**src/rtl/rfw_pkg.sv**
```systemverilog
// shared types and constants for the resample filter weight generator
package rfw_pkg;

  localparam int MAX_DECIMATION   = 8;
  localparam int WEIGHT_FRAC_BITS = 15;
  localparam int MAX_TAPS         = 18;
  localparam int PHASE_BITS       = 12;

  // quotient bits, raw weight bits, numerator and sum widths
  localparam int QUO_W = WEIGHT_FRAC_BITS + 1;
  localparam int RAW_W = 16;
  localparam int NUM_W = RAW_W + WEIGHT_FRAC_BITS + 1;
  localparam int SUM_W = 20;
  localparam int CNT_W = $clog2(QUO_W + 1);

  localparam logic [11:0] DEC_MAX = 12'(MAX_DECIMATION * 256);

  typedef enum logic {
    KIND_BOX  = 1'b0,
    KIND_TENT = 1'b1
  } filter_kind_e;

  typedef struct packed {
    logic signed [12:0] phase;
    logic        [11:0] decimation;
  } rfw_req_t;

  typedef struct packed {
    logic signed [4:0] tap_offset;
    logic [15:0]       weight;
    logic              last_tap;
  } rfw_res_t;

endpackage

```
**src/rtl/rfw_divider.sv**
```systemverilog
// bit-serial restoring divider, one quotient bit per cycle
module rfw_divider (
  input  logic                      clk_i,
  input  logic                      rst_ni,
  input  logic                      start_i,
  input  logic [rfw_pkg::NUM_W-1:0] num_i,
  input  logic [rfw_pkg::SUM_W-1:0] den_i,
  output logic                      done_o,
  output logic [rfw_pkg::QUO_W-1:0] quo_o
);
  import rfw_pkg::*;

  logic [SUM_W-1:0] rem_q, rem_d;
  logic [SUM_W-1:0] den_q;
  logic [QUO_W-1:0] sh_q, sh_d;
  logic [CNT_W-1:0] cnt_q;
  logic             run_q, done_q;
  logic [SUM_W:0]   trial;
  logic             qbit;

  // shift in the next numerator bit and try a subtract
  always_comb begin
    trial = {rem_q, sh_q[QUO_W-1]};
    qbit  = (trial >= {1'b0, den_q});
    rem_d = qbit ? SUM_W'(trial - {1'b0, den_q}) : trial[SUM_W-1:0];
    sh_d  = {sh_q[QUO_W-2:0], qbit};
  end

  always_ff @(posedge clk_i or negedge rst_ni) begin
    if (!rst_ni) begin
      run_q  <= 1'b0;
      done_q <= 1'b0;
      cnt_q  <= '0;
    end else begin
      done_q <= 1'b0;
      if (start_i) begin
        run_q <= 1'b1;
        cnt_q <= '0;
      end else if (run_q) begin
        if (cnt_q == CNT_W'(QUO_W - 1)) begin
          run_q  <= 1'b0;
          done_q <= 1'b1;
        end
        cnt_q <= cnt_q + 1'b1;
      end
    end
  end

  always_ff @(posedge clk_i) begin
    if (start_i) begin
      rem_q <= SUM_W'(num_i[NUM_W-1:QUO_W]);
      sh_q  <= num_i[QUO_W-1:0];
      den_q <= den_i;
    end else if (run_q) begin
      rem_q <= rem_d;
      sh_q  <= sh_d;
    end
  end

  assign done_o = done_q;
  // empty sum gives zero weight
  assign quo_o  = (den_q == '0) ? '0 : sh_q;

  assert property (@(posedge clk_i) disable iff (!rst_ni) done_q |-> !run_q)
    else $error("divider done while still running");
  assert property (@(posedge clk_i) disable iff (!rst_ni) start_i |=> run_q)
    else $error("divider did not start");
  assert property (@(posedge clk_i) disable iff (!rst_ni) run_q |-> rem_q < den_q)
    else $error("divider remainder out of range");

endmodule

```
**src/rtl/resample_filter_weight_generator.sv**
```systemverilog
// top level: tap sequencer, sum pass and serial normalization
//
// channel   | handshake                  | payload
// ----------+----------------------------+--------------------------------
// request   | start_i, busy_o            | req_i (phase, decimation)
// result    | res_valid_o (one cycle)    | res_o (tap_offset, weight, last)
// config    | cfg_we_i                   | cfg_wdata_i (filter_kind)
//
// a request is taken when start_i is high and busy_o is low
// after the accept, a sum pass over the taps forms the weight sum,
// then each tap gets a divider load, a serial division and a handoff;
// the serial divider sets the pace
// results are strobed for one cycle each and cannot be stalled
// reset leaves the block idle with the tent filter selected
module resample_filter_weight_generator (
  input  logic              clk_i,
  input  logic              rst_ni,
  input  logic              start_i,
  output logic              busy_o,
  input  rfw_pkg::rfw_req_t req_i,
  output logic              res_valid_o,
  output rfw_pkg::rfw_res_t res_o,
  input  logic              cfg_we_i,
  input  logic              cfg_wdata_i
);
  import rfw_pkg::*;

  typedef enum logic [1:0] {
    ST_IDLE,
    ST_SUM,
    ST_DIV,
    ST_WAIT
  } state_e;

  state_e             state_q;
  filter_kind_e       kind_q;
  logic signed [12:0] p_q;
  logic [15:0]        dq_q;
  logic               box_q;
  logic signed [4:0]  lo_q, hi_q, idx_q;
  logic [4:0]         cnt_q;
  logic [SUM_W-1:0]   sum_q;
  logic               res_valid_q;
  rfw_res_t           res_q;

  // request decode
  logic [11:0]        dsat;
  logic [15:0]        dq_full;
  logic signed [17:0] p_ext, x_lo, x_hi;
  logic signed [4:0]  lo_d, hi_d, w_d;
  logic [15:0]        dq_d;
  logic               box_d;

  function automatic logic signed [4:0] trunc_div(input logic signed [17:0] v);
    logic [17:0] mag;
    logic [5:0]  q;
    mag = v[17] ? 18'(-v) : v;
    q   = mag[17:12];
    return v[17] ? 5'(-q) : 5'(q);
  endfunction

  always_comb begin
    dsat    = (req_i.decimation > DEC_MAX) ? DEC_MAX : req_i.decimation;
    dq_full = {dsat, 4'b0};
    p_ext   = {{5{req_i.phase[12]}}, req_i.phase};
    x_lo    = p_ext - {2'b0, dq_full};
    x_hi    = p_ext + {2'b0, dq_full};
    w_d     = 5'(dsat[11:8]);
    box_d   = 1'b0;
    dq_d    = dq_full;
    lo_d    = '0;
    hi_d    = '0;
    if (kind_q == KIND_BOX) begin
      box_d = 1'b1;
      if (dsat > 12'd256) begin
        lo_d = -w_d;
        hi_d = w_d;
      end
    end else if (dsat <= 12'd256) begin
      // linear interpolation: the pair straddles the phase
      dq_d = 16'd4096;
      lo_d = req_i.phase[12] ? -5'sd1 : 5'sd0;
      hi_d = req_i.phase[12] ? 5'sd0 : 5'sd1;
    end else begin
      lo_d = trunc_div(x_lo);
      hi_d = trunc_div(x_hi);
    end
  end

  // raw weight of the current tap: tent weight in 2^-12 units, or 1 for the box filter
  logic signed [17:0] tap_pos, diff;
  logic [17:0]        tap_dist;
  logic [RAW_W-1:0]   raw;
  logic               last;

  always_comb begin
    tap_pos  = {idx_q[4], idx_q, 12'b0};
    diff     = tap_pos - {{5{p_q[12]}}, p_q};
    tap_dist = diff[17] ? 18'(-diff) : diff;
    if (box_q) begin
      raw = RAW_W'(1);
    end else if ({2'b0, dq_q} > tap_dist) begin
      raw = dq_q - tap_dist[15:0];
    end else begin
      raw = '0;
    end
    last = (idx_q == hi_q) || (cnt_q == 5'(MAX_TAPS - 1));
  end

  // normalization: (raw * 2^frac + sum/2) / sum
  logic             div_start;
  logic [NUM_W-1:0] div_num;
  logic             div_done;
  logic [QUO_W-1:0] div_quo;

  assign div_start = (state_q == ST_DIV);
  assign div_num   = NUM_W'({raw, WEIGHT_FRAC_BITS'(0)}) + NUM_W'(sum_q >> 1);

  rfw_divider u_div (
    .clk_i   (clk_i),
    .rst_ni  (rst_ni),
    .start_i (div_start),
    .num_i   (div_num),
    .den_i   (sum_q),
    .done_o  (div_done),
    .quo_o   (div_quo)
  );

  always_ff @(posedge clk_i or negedge rst_ni) begin
    if (!rst_ni) begin
      state_q     <= ST_IDLE;
      kind_q      <= KIND_TENT;
      res_valid_q <= 1'b0;
      idx_q       <= '0;
      cnt_q       <= '0;
    end else begin
      res_valid_q <= 1'b0;
      if (cfg_we_i) begin
        kind_q <= filter_kind_e'(cfg_wdata_i);
      end
      unique case (state_q)
        ST_IDLE: begin
          if (start_i) begin
            idx_q   <= lo_d;
            cnt_q   <= '0;
            state_q <= ST_SUM;
          end
        end
        // first pass: accumulate the raw weights
        ST_SUM: begin
          if (last) begin
            idx_q   <= lo_q;
            cnt_q   <= '0;
            state_q <= ST_DIV;
          end else begin
            idx_q <= idx_q + 5'sd1;
            cnt_q <= cnt_q + 5'd1;
          end
        end
        ST_DIV: begin
          state_q <= ST_WAIT;
        end
        // second pass: emit one normalized tap per division
        ST_WAIT: begin
          if (div_done) begin
            res_valid_q <= 1'b1;
            if (last) begin
              state_q <= ST_IDLE;
            end else begin
              idx_q   <= idx_q + 5'sd1;
              cnt_q   <= cnt_q + 5'd1;
              state_q <= ST_DIV;
            end
          end
        end
        default: state_q <= ST_IDLE;
      endcase
    end
  end

  // payload registers
  always_ff @(posedge clk_i) begin
    if (state_q == ST_IDLE && start_i) begin
      p_q   <= req_i.phase;
      dq_q  <= dq_d;
      box_q <= box_d;
      lo_q  <= lo_d;
      hi_q  <= hi_d;
      sum_q <= '0;
    end else if (state_q == ST_SUM) begin
      sum_q <= sum_q + SUM_W'(raw);
    end
    if (state_q == ST_WAIT && div_done) begin
      res_q.tap_offset <= idx_q;
      res_q.weight     <= 16'(div_quo);
      res_q.last_tap   <= last;
    end
  end

  assign busy_o      = (state_q != ST_IDLE);
  assign res_valid_o = res_valid_q;
  assign res_o       = res_q;

  assert property (@(posedge clk_i) disable iff (!rst_ni) start_i && !busy_o |=> busy_o)
    else $error("request not taken");
  assert property (@(posedge clk_i) disable iff (!rst_ni)
    res_valid_o && res_o.last_tap |-> !busy_o)
    else $error("still busy after last tap");
  assert property (@(posedge clk_i) disable iff (!rst_ni)
    res_valid_o && !res_o.last_tap |-> busy_o)
    else $error("idle before last tap");
  assert property (@(posedge clk_i) disable iff (!rst_ni) div_done |-> state_q == ST_WAIT)
    else $error("divider result with no tap pending");

endmodule
```
**config.mk**
```make
export PLATFORM = sky130hd
export DESIGN_NAME = resample_filter_weight_generator
export DESIGN_NICKNAME = d
export VERILOG_FILES = /design/src/rtl/rfw_pkg.sv /design/src/rtl/rfw_divider.sv /design/src/rtl/resample_filter_weight_generator.sv
export SDC_FILE = /design/constraint.sdc
export NUM_CORES = 1
export LEC_CHECK = 0
export BUFFER_PORTS_ARGS = -buffer_cell sky130_fd_sc_hd__buf_2
export CORE_MARGIN = 1.5
export CORE_UTILIZATION = 61
export CTS_CLUSTER_DIAMETER = 30
export DETAILED_ROUTE_END_ITERATION = 7
export PLACE_DENSITY = 0.9
export RECOVER_POWER = 50
export SLEW_MARGIN = 10
export SYNTH_ARGS = -nofsm -noshare
export SYNTH_HDL_FRONTEND = slang
export SYNTH_SLANG_ARGS = --single-unit
```
**constraint.sdc**
```tcl
create_clock -name clk_i -period 22.7 [get_ports clk_i]
set_input_delay 1.135 -clock clk_i [delete_from_list [all_inputs] [get_ports clk_i]]
set_output_delay 1.135 -clock clk_i [all_outputs]
set_load 0.02 [all_outputs]
```
==> impl_metrics.ini, run 1 <==
[route]
routed_via_density = 6.29
routedWlPerCell_um = 18.1
vias = 10214
drc_errors = 0
first_pass_iters = 5
ant_nets = 0
drt_wl_total_um = 29300
drt-initial-drc-count = 965

[global_route]
met1_usage_pct = 35.6
grt_busiest_layer = met2
grt_pass1_wl_um = 47300
grt_max_degree = 56
antenna_found_initial = 0
overflow = 0
grt_use_total_pct = 29.4
grtUsageMet3_pct = 4.07
grtUsageMet2_pct = 52.3
grt_pass1_vias = 9596

[cts]
ctsResizeCount = 0
cts_setup_buffers = 0
ctsHoldBuffers = 0
cts_sinks = 155
cts_tree = built
worstSkewPairLatency_ps = 440
cts-root-buf = clkbuf_16
h-tree-depth = 4
clockBufferDepth = 2
path_clk_slew_ps = 70
cts_buffers = 17

[yosys]
ys_warn_count = 0
synth_edf_count = 110
syn_nets = 1447
postSynthCellCount = 1318
netlist_area_um2 = 11800
ys_types = 94
async_reset_ff_share_pct = 13.5
synth_flop_cell = edfxtp_1
synth_area_per_cell_um2 = 8.96
synth_seq_cells = 155
ys_seq_area_share_pct = 36.5

[critical_path]
crit_family = compound AO/OA/AOI/OAI gates
cp-start-kind = flop
reg2reg_setup_slack_ps = 14610
slowest_delay_ps = 510
regToRegStartpoint = p_q[0]$_DFFE_PP_
crit_buf_inv = 2
r2r_cells = 31
arrival_ps = 8380
crit_path_end_kind = flop
crit_type = flop to flop
critPathSlowestCell = or3b_1
reg2reg_to = sum_q[15]$_SDFFE_PP0P_
cp_max_fo = 22
critPathRequiredTime_ps = 22990

[sta]
slew_headroom_pct = -59.4
timing.final.crit_share_pct = 35.6
setup_viol = 0
hold_violations = 0
fmax_mhz = 124
worst_slack_ps = 14610
fin_worst_skew_ps = 16.6
finalCriticalPeriod_ps = 8090
fin_tns_setup_ps = 0
rsz0062_at_grt = no
worstMarginPinSlew_ps = 2390
slew_violations = 132

[final_layout]
nNetsFinal = 1480
final_cell_mix = nand2_1, edfxtp_1, nor2_1
final_cells = 1624
stdcell_area_um2 = 12800
final_common_cell = nand2_1
drive_gt1_share_pct = 6.01
antenna_cells = 0
syn_to_final_growth_pct = 8.55

[hold_path]
hold_depth = 0
hold_path_end = u_div.den_q[0]$_DFFE_PP_
worstHoldStart = sum_q[0]$_SDFFE_PP0P_
hold_class = flop to flop

[run_status]
outcome = finished, violations left
violations = max-capacitance violations, max-slew violations

[run]
maxCapViolCount = 3

[placed_design]
place_area_um2 = 12300
gp_congestion = 0.925
dp_cells = 1592
pre_cts_ws_ps = 14840
io_buffer_count = 53
dp_hpwl_um = 21700

[floorplan]
die_h_um = 142
die_area_um2 = 20200
rows = 50
start_util_pct = 62.7
ioPinCount = 54
die_x_um = 142
coreArea_um2 = 18800

[pwr]
p_leak_uw = 0.00524
power_uw = 1550
power_density_nw_per_um2 = 121
peakVddDrop_v = 0.0000719
==> per-stage QoR <==
step | hold slack, ps | utilization, %
floorplan | 437 | -
global placement | 454 | 65.1
detailed placement | 454 | 65.1
CTS | 468 | 68.3
global route | 486 | 68.1
finish | 472 | 68.1
==> worst max-delay path by stage <==
stage                                 from                endpoint  slack, ps  depth (start not counted)
after global placement    p_q[0]$_DFFE_PP_  sum_q[15]$_SDFFE_PP0P_      15190                         31
after CTS                 p_q[0]$_DFFE_PP_  sum_q[15]$_SDFFE_PP0P_      14730                         31
after detailed placement  p_q[0]$_DFFE_PP_  sum_q[15]$_SDFFE_PP0P_      14840                         31
after floorplan           p_q[0]$_DFFE_PP_  sum_q[15]$_SDFFE_PP0P_      15510                         34
after global routing      p_q[0]$_DFFE_PP_  sum_q[15]$_SDFFE_PP0P_      13880                         31
final                     p_q[0]$_DFFE_PP_  sum_q[15]$_SDFFE_PP0P_      14610                         31
==> power by group <==
part	internal (uW)	switching [uW]	total, uW
Clock	151	140	290
Combinational	319	480	799
Sequential	398	62.7	461
Total	867	683	1550
==> kinds of logic after synthesis <==
group,Yosys count,synth area share (%)
AND/OR/NAND/NOR,496,21.4
flip-flops,155,36.5
buffers and inverters,123,4.09
multiplexers,15,1.29
AO/OA/AOI/OAI,328,18.4
XOR/XNOR,102,7.56
adder cells (fa/ha/maj),99,10.8
==> flip-flops by register name (all words and copies together) (netlist names) <==
signal	count
u_div.den_q	20
res_valid_o	1
cnt_q	5
state_q	2
box_q	1
hi_q	5
kind_q	1
u_div.run_q	1
p_q	13
u_div.sh_q	16
u_div.done_o	1
lo_q	5
idx_q	5
u_div.rem_q	20
u_div.cnt_q	5
sum_q	20
dq_q	12
res_o	22
==> metal layers <==
| metal | up-vias | routed length [um] |
|---|---|---|
| met5 | - | 0 |
| met4 | 0 | 961 |
| met3 | 78 | 1800 |
| met2 | 428 | 14900 |
| met1 | 4822 | 11600 |
| li1 | 4886 | - |
==> cell type report <==
cell class	instances	area, um^2
tap	260	325
multi-input combinational	1040	7020
inverter	78	293
timing repair buffer	59	262
clock buffer	17	425
fill	1383	6010
sequential	155	4310
clock inverter	15	188
==> cells in the mapped netlist, drive strengths merged (6+ instances only) <==
master	count	area, um^2
xnor2	64	561
nand2b	18	113
a31oi	19	119
nor2b	35	226
nand3	20	105
a21boi	10	75.1
mux2i	13	130
a211oi	15	113
clkbuf	36	135
a2111oi	6	72.6
nor3	36	185
nand2	165	619
o211ai	12	90.1
inv	76	285
o21a	12	90.1
buf	9	55.1
nor2	103	387
dfxtp	24	480
xor2	38	333
dfrtp	20	500
or3	19	124
or4	10	75.1
edfxtp	110	3300
a21oi	84	420
ha	94	1180
o21ai	72	360
nor4	24	193
o31ai	11	82.6
o21bai	9	67.6
and3	14	87.6
nor3b	6	45.0
and2	9	56.3
a21o	21	158
nand4	13	81.3
No activity file was read; power rests on OpenSTA's default activity.
==> run 2, diff against run 1 <==
- clock period: 22.7 -> 7.8 ns (I/O delays scaled with it)
==> run 2 against run 1 <==
Against the previous run:
- the run still ends with max-capacitance violations, max-slew violations left
- global-route usage grew 1.3 points
- worst setup slack lost 14000 ps
- sequential power grew to 2.9 times the previous value
- combinational power grew to 3.0 times the previous value
- via count grew 3.0%
- maximum frequency grew 10%
- critical path depth shrank 1
- critical endpoint unchanged
- largest power group unchanged
==> impl_metrics.ini, run 2 (same netlist as run 1, synthesis figures left out) <==
[floorplan]
start_util_pct = 62.7
die_x_um = 142
coreArea_um2 = 18800
die_area_um2 = 20200
die_h_um = 142
rows = 50
ioPinCount = 54

[critical_path]
cp_common_cell = a21oi_1
arrival_ps = 7640
cp_max_fo = 21
slowest_delay_ps = 520
critPathSlowestCell = or4_1
reg2reg_setup_slack_ps = 450
critPathRequiredTime_ps = 8090
crit_type = flop to flop
reg2reg_to = sum_q[15]$_SDFFE_PP0P_
r2r_cells = 30
cp-startpoint = p_q[0]$_DFFE_PP_
cp-start-kind = flop
crit_path_end_kind = flop
crit_path_end = sum_q[15]$_SDFFE_PP0P_
regToRegStartpoint = p_q[0]$_DFFE_PP_

[placed_design]
io_buffer_count = 53
dp_cells = 1596
dp_hpwl_um = 21700
gp_congestion = 0.963

[route]
vias = 10518
first_pass_iters = 6
drt-initial-drc-count = 1028
drt_wl_total_um = 30500
routedWlPerCell_um = 18.7
routed_via_density = 6.46
ant_nets = 0
drc_errors = 0

[final_layout]
antenna_cells = 0
syn_to_final_growth_pct = 9.22
fillCellCount = 1356
final_cells = 1629
final_cell_mix = nand2_1, edfxtp_1, nor2_1
nNetsFinal = 1485
largest_reg_flops = 22
final_common_cell = nand2_1
drive_gt1_share_pct = 6.43

[sta]
fin_worst_skew_ps = 23.6
slew_headroom_pct = -65.6
fmax_mhz = 136
worstMarginPinSlew_ps = 2480
slew_violations = 132
hold_violations = 0
timing.final.crit_share_pct = 94.2
setup_viol = 0
whs_ps = 148
finalCriticalPeriod_ps = 7350

[cts]
h-tree-depth = 4
path_clk_slew_ps = 70
worstSkewPairLatency_ps = 440
cts_sinks = 155
clockBufferDepth = 2
cts_tree = built
cts-root-buf = clkbuf_16
cts_buffers = 17

[pwr]
power_uw = 4560
peakVddDrop_v = 0.000177
p_leak_uw = 0.00526
power_density_nw_per_um2 = 354

[global_route]
grt_pass1_wl_um = 49500
antenna_found_initial = 0
grt_use_total_pct = 30.7
grt_max_degree = 56
grt_pass1_vias = 10150
overflow = 0

[run_status]
violations = max-capacitance violations, max-slew violations
outcome = finished, violations left

[hold_path]
hold_class = primary input to flop

[run]
maxCapViolCount = 3
==> run 2: changes by cell type in the layout (fill, tap and decap cells not counted), sizes merged <==
| cell | previous run | this run |
|---|---|---|
| clkinvlp | 1 | 0 |
| inv | 85 | 83 |
| buf | 26 | 22 |
| clkbuf | 50 | 58 |
| clkinv | 7 | 10 |
| dlygate4sd3 | 0 | 1 |
==> run 2: what timing repair did <==
action | in CTS | in global routing
setup buffers | 0 | 0
endpoints found under the setup margin | 0 | 17
gates resized for setup | 0 | 15
hold buffers | 1 | 0
endpoints found under the hold margin | 20 | 0
==> run 2: through the flow <==
step / setup WS [ps] / instance area, um^2 / TNS (ps) / utilization, %
floorplan: 609 / 11800 / 0 / -
global placement: 551 / 12300 / 0 / 65.2
detailed placement: 351 / 12300 / 0 / 65.2
CTS: 148 / 12900 / 0 / 68.5
global route: -54.1 / 12900 / -54.1 / 68.5
finish: 452 / 12900 / 0 / 68.5
==> run 2: cell type report <==
cell class,count,area [um^2],area share [%]
clock buffer,17,425,3.30
timing repair buffer,64,295,2.29
multi-input combinational,1040,7080,54.8
tap,260,325,2.52
clock inverter,15,175,1.36
inverter,78,293,2.27
sequential,155,4310,33.4
==> run 2: how the worst min path moves through the flow <==
stage	from	end	cells past startpoint
after floorplan	rst_ni	cnt_q[0]$_DFFE_PN0P_	0
after global placement	rst_ni	u_div.cnt_q[3]$_DFFE_PN0P_	1
after detailed placement	rst_ni	u_div.cnt_q[3]$_DFFE_PN0P_	1
after CTS	req_i[14]	p_q[2]$_DFFE_PP_	1
after global routing	req_i[12]	p_q[0]$_DFFE_PP_	1
final	req_i[12]	p_q[0]$_DFFE_PP_	1
==> run 2: per-layer routing <==
layer	wire (um)	up-vias	GRT usage (%)
met5	0	-	0
met4	1330	0	16.1
li1	-	4892	-
met2	15300	534	53.6
met1	11900	4974	36.8
met3	2010	118	4.34
==> run 2: report_power, final <==
group          switching (uW)  internal (uW)  total [uW]  leakage (uW)
registers                 190           1160        1350       0.00147
logic                    1440            941        2380       0.00350
clock network             399            432         831      0.000294
==> run 2: critical path: cells and delay by family, from the launching register on <==
kind	cells	cell delay, ps
AOI/OAI and AO/OA	11	2530
adders and majority gates	3	1020
xor gates and xnor gates	2	260
and+or+nand+nor	11	2320
DFF	1	470
buffers and inverters	3	610
==> run 3, diff against run 2 <==
- CORE_ASPECT_RATIO: not set -> 2
- GPL_TIMING_DRIVEN: not set -> 0
==> run 3 against run 2 <==
Against the previous run:
- the flow still finishes with violations (max-capacitance violations, max-slew violations)
- count of clock-buffer cells in the layout stayed put
- power is 2.3% higher
- core utilization up 0.99 points
- sequential cell count stayed put
- wire length up 9.8%
- die area grew 0.25%
- sequential power is essentially flat
- critical path type unchanged
- largest power group unchanged
==> impl_metrics.ini, run 3 (same netlist as run 1, synthesis figures left out) <==
[floorplan]
rows = 71
die_area_um2 = 20300
die_x_um = 101
ioPinCount = 54
coreArea_um2 = 18900
die_h_um = 200
start_util_pct = 62.4

[critical_path]
crit_path_end_kind = flop
slowest_delay_ps = 510
crit_family = compound AO/OA/AOI/OAI gates
cp_max_fo = 9
cp-start-kind = flop
critPathRequiredTime_ps = 8100
critPathSlowestCell = or4_1
crit_buf_inv = 4
crit_type = flop to flop
arrival_ps = 7900

[placed_design]
gp_congestion = 0.957
io_buffer_count = 53
dp_hpwl_um = 25700
place_area_um2 = 12400

[route]
routedWlPerCell_um = 20.1
wl_met3_um = 1660
first_pass_iters = 8
vias = 10590
highest_layer = met4
wl_met2_um = 18000
drt-met1-wl_um = 10400
routed_via_density = 6.35
drc_errors = 0
drt-initial-drc-count = 745
ant_nets = 0
drt_wl_total_um = 33500

[final_layout]
fillCellCount = 1446
final_common_cell = nand2_1
post-route-util_pct = 69.5
stdcell_area_um2 = 13100
syn_to_final_growth_pct = 11.3
antenna_cells = 0
drive_gt1_share_pct = 7.50
largest_reg_flops = 22
final_cell_mix = nand2_1, edfxtp_1, nor2_1
nNetsFinal = 1530

[sta]
timing.final.crit_share_pct = 97.4
worstMarginPinSlew_ps = 1510
fin_worst_skew_ps = 17.5
hold_violations = 0
slew_violations = 30
setup_viol = 0
finalCriticalPeriod_ps = 7590
fmax_mhz = 132
slew_headroom_pct = -0.609

[global_route]
antenna_found_initial = 0
grt_max_degree = 36
grt_pass1_vias = 10615
grt_pass1_wl_um = 51900
overflow = 0
grt_use_total_pct = 33.9

[pwr]
peakVddDrop_v = 0.000192
power_density_nw_per_um2 = 355
p_leak_uw = 0.00534
power_uw = 4670

[cts]
cts_buffers = 17
worstSkewPairLatency_ps = 440
h-tree-depth = 4
cts-root-buf = clkbuf_16
cts_tree = built
cts_sinks = 155
path_clk_slew_ps = 70
clockBufferDepth = 2

[hold_path]
hold_class = primary input to flop

[run_status]
outcome = finished, violations left
violations = max-capacitance violations, max-slew violations

[run]
maxCapViolCount = 1
-- run 3: changes by cell type in the layout (fill, tap and decap cells not counted), moves of 2 or more --
cell,before,now
nor2_4,0,2
buf_4,6,12
buf_2,15,19
nor2_1,103,101
bufinv_16,0,2
clkbuf_1,41,72
clkinv_1,2,4
clkinv_8,5,0
-- run 3: final timing paths --
path | depth (start not counted) | slack (ps) | end | start
worst max-delay path | 32 | 210 | sum_q[15]$_SDFFE_PP0P_ | p_q[0]$_DFFE_PP_
worst min-delay path | 2 | 120 | kind_q$_DFFE_PN1P_ | cfg_we_i
worst max register to register | 32 | 210 | sum_q[15]$_SDFFE_PP0P_ | p_q[0]$_DFFE_PP_
worst min register to register | 1 | 490 | cnt_q[4]$_DFFE_PN0P_ | cnt_q[4]$_DFFE_PN0P_
max in group asynchronous | 2 | 6320 | cnt_q[4]$_DFFE_PN0P_ | rst_ni
min in group asynchronous | 2 | 760 | res_valid_o$_DFF_PN0_ | rst_ni
-- run 3: power breakdown --
group | switching, uW | total [uW] | leakage (uW) | internal (uW)
clock network | 358 | 836 | 0.000289 | 478
registers | 180 | 1340 | 0.00147 | 1160
logic | 1520 | 2490 | 0.00359 | 978
total | 2050 | 4670 | 0.00534 | 2610
-- run 3: cell type report --
type	count	area, um^2	share of cell area, %
multi-input combinational	1040	7120	54.2
sequential	155	4310	32.8
clock buffer	17	425	3.24
timing repair buffer	67	338	2.57
tap	255	319	2.43
inverter	78	293	2.23
buffer	42	179	1.36
clock inverter	15	163	1.24
-- run 3: stage by stage --
step / hold slack (ps) / std cells / TNS [ps] / setup WS, ps
floorplan: 94.4 / 1318 / 0 / 609
global placement: 380 / 1626 / -21690 / -1340
detailed placement: 385 / 1627 / -18350 / -1270
CTS: 110 / 1663 / 0 / 192
global route: 124 / 1669 / -43.6 / -36.5
finish: 118 / 1669 / 0 / 206
-- run 3: worst register-to-register path: cells and delay by family (launching register included) --
kind | cells | cell delay [ps]
xor+xnor | 2 | 280
buf+inv | 4 | 770
simple gates | 11 | 2380
compound gates | 12 | 2610
fa+ha+maj | 3 | 970
flops | 1 | 450
-- run 3: what timing repair did --
action / 4_1_cts / 5_1_grt
resized for setup: 14 / 8
endpoints found under the hold margin: 20 / 0
hold buffers: 1 / 0
pin swaps: 3 / 2
setup buffers: 4 / 8
setup endpoints to repair: 29 / 12
-- run 3: layer usage --
metal / vias up / global-route usage (%)
li1: 4964 / -
met1: 4973 / 29.0
met2: 466 / 64.0
met3: 187 / 5.68
met4: 0 / 31.1
met5: - / 0
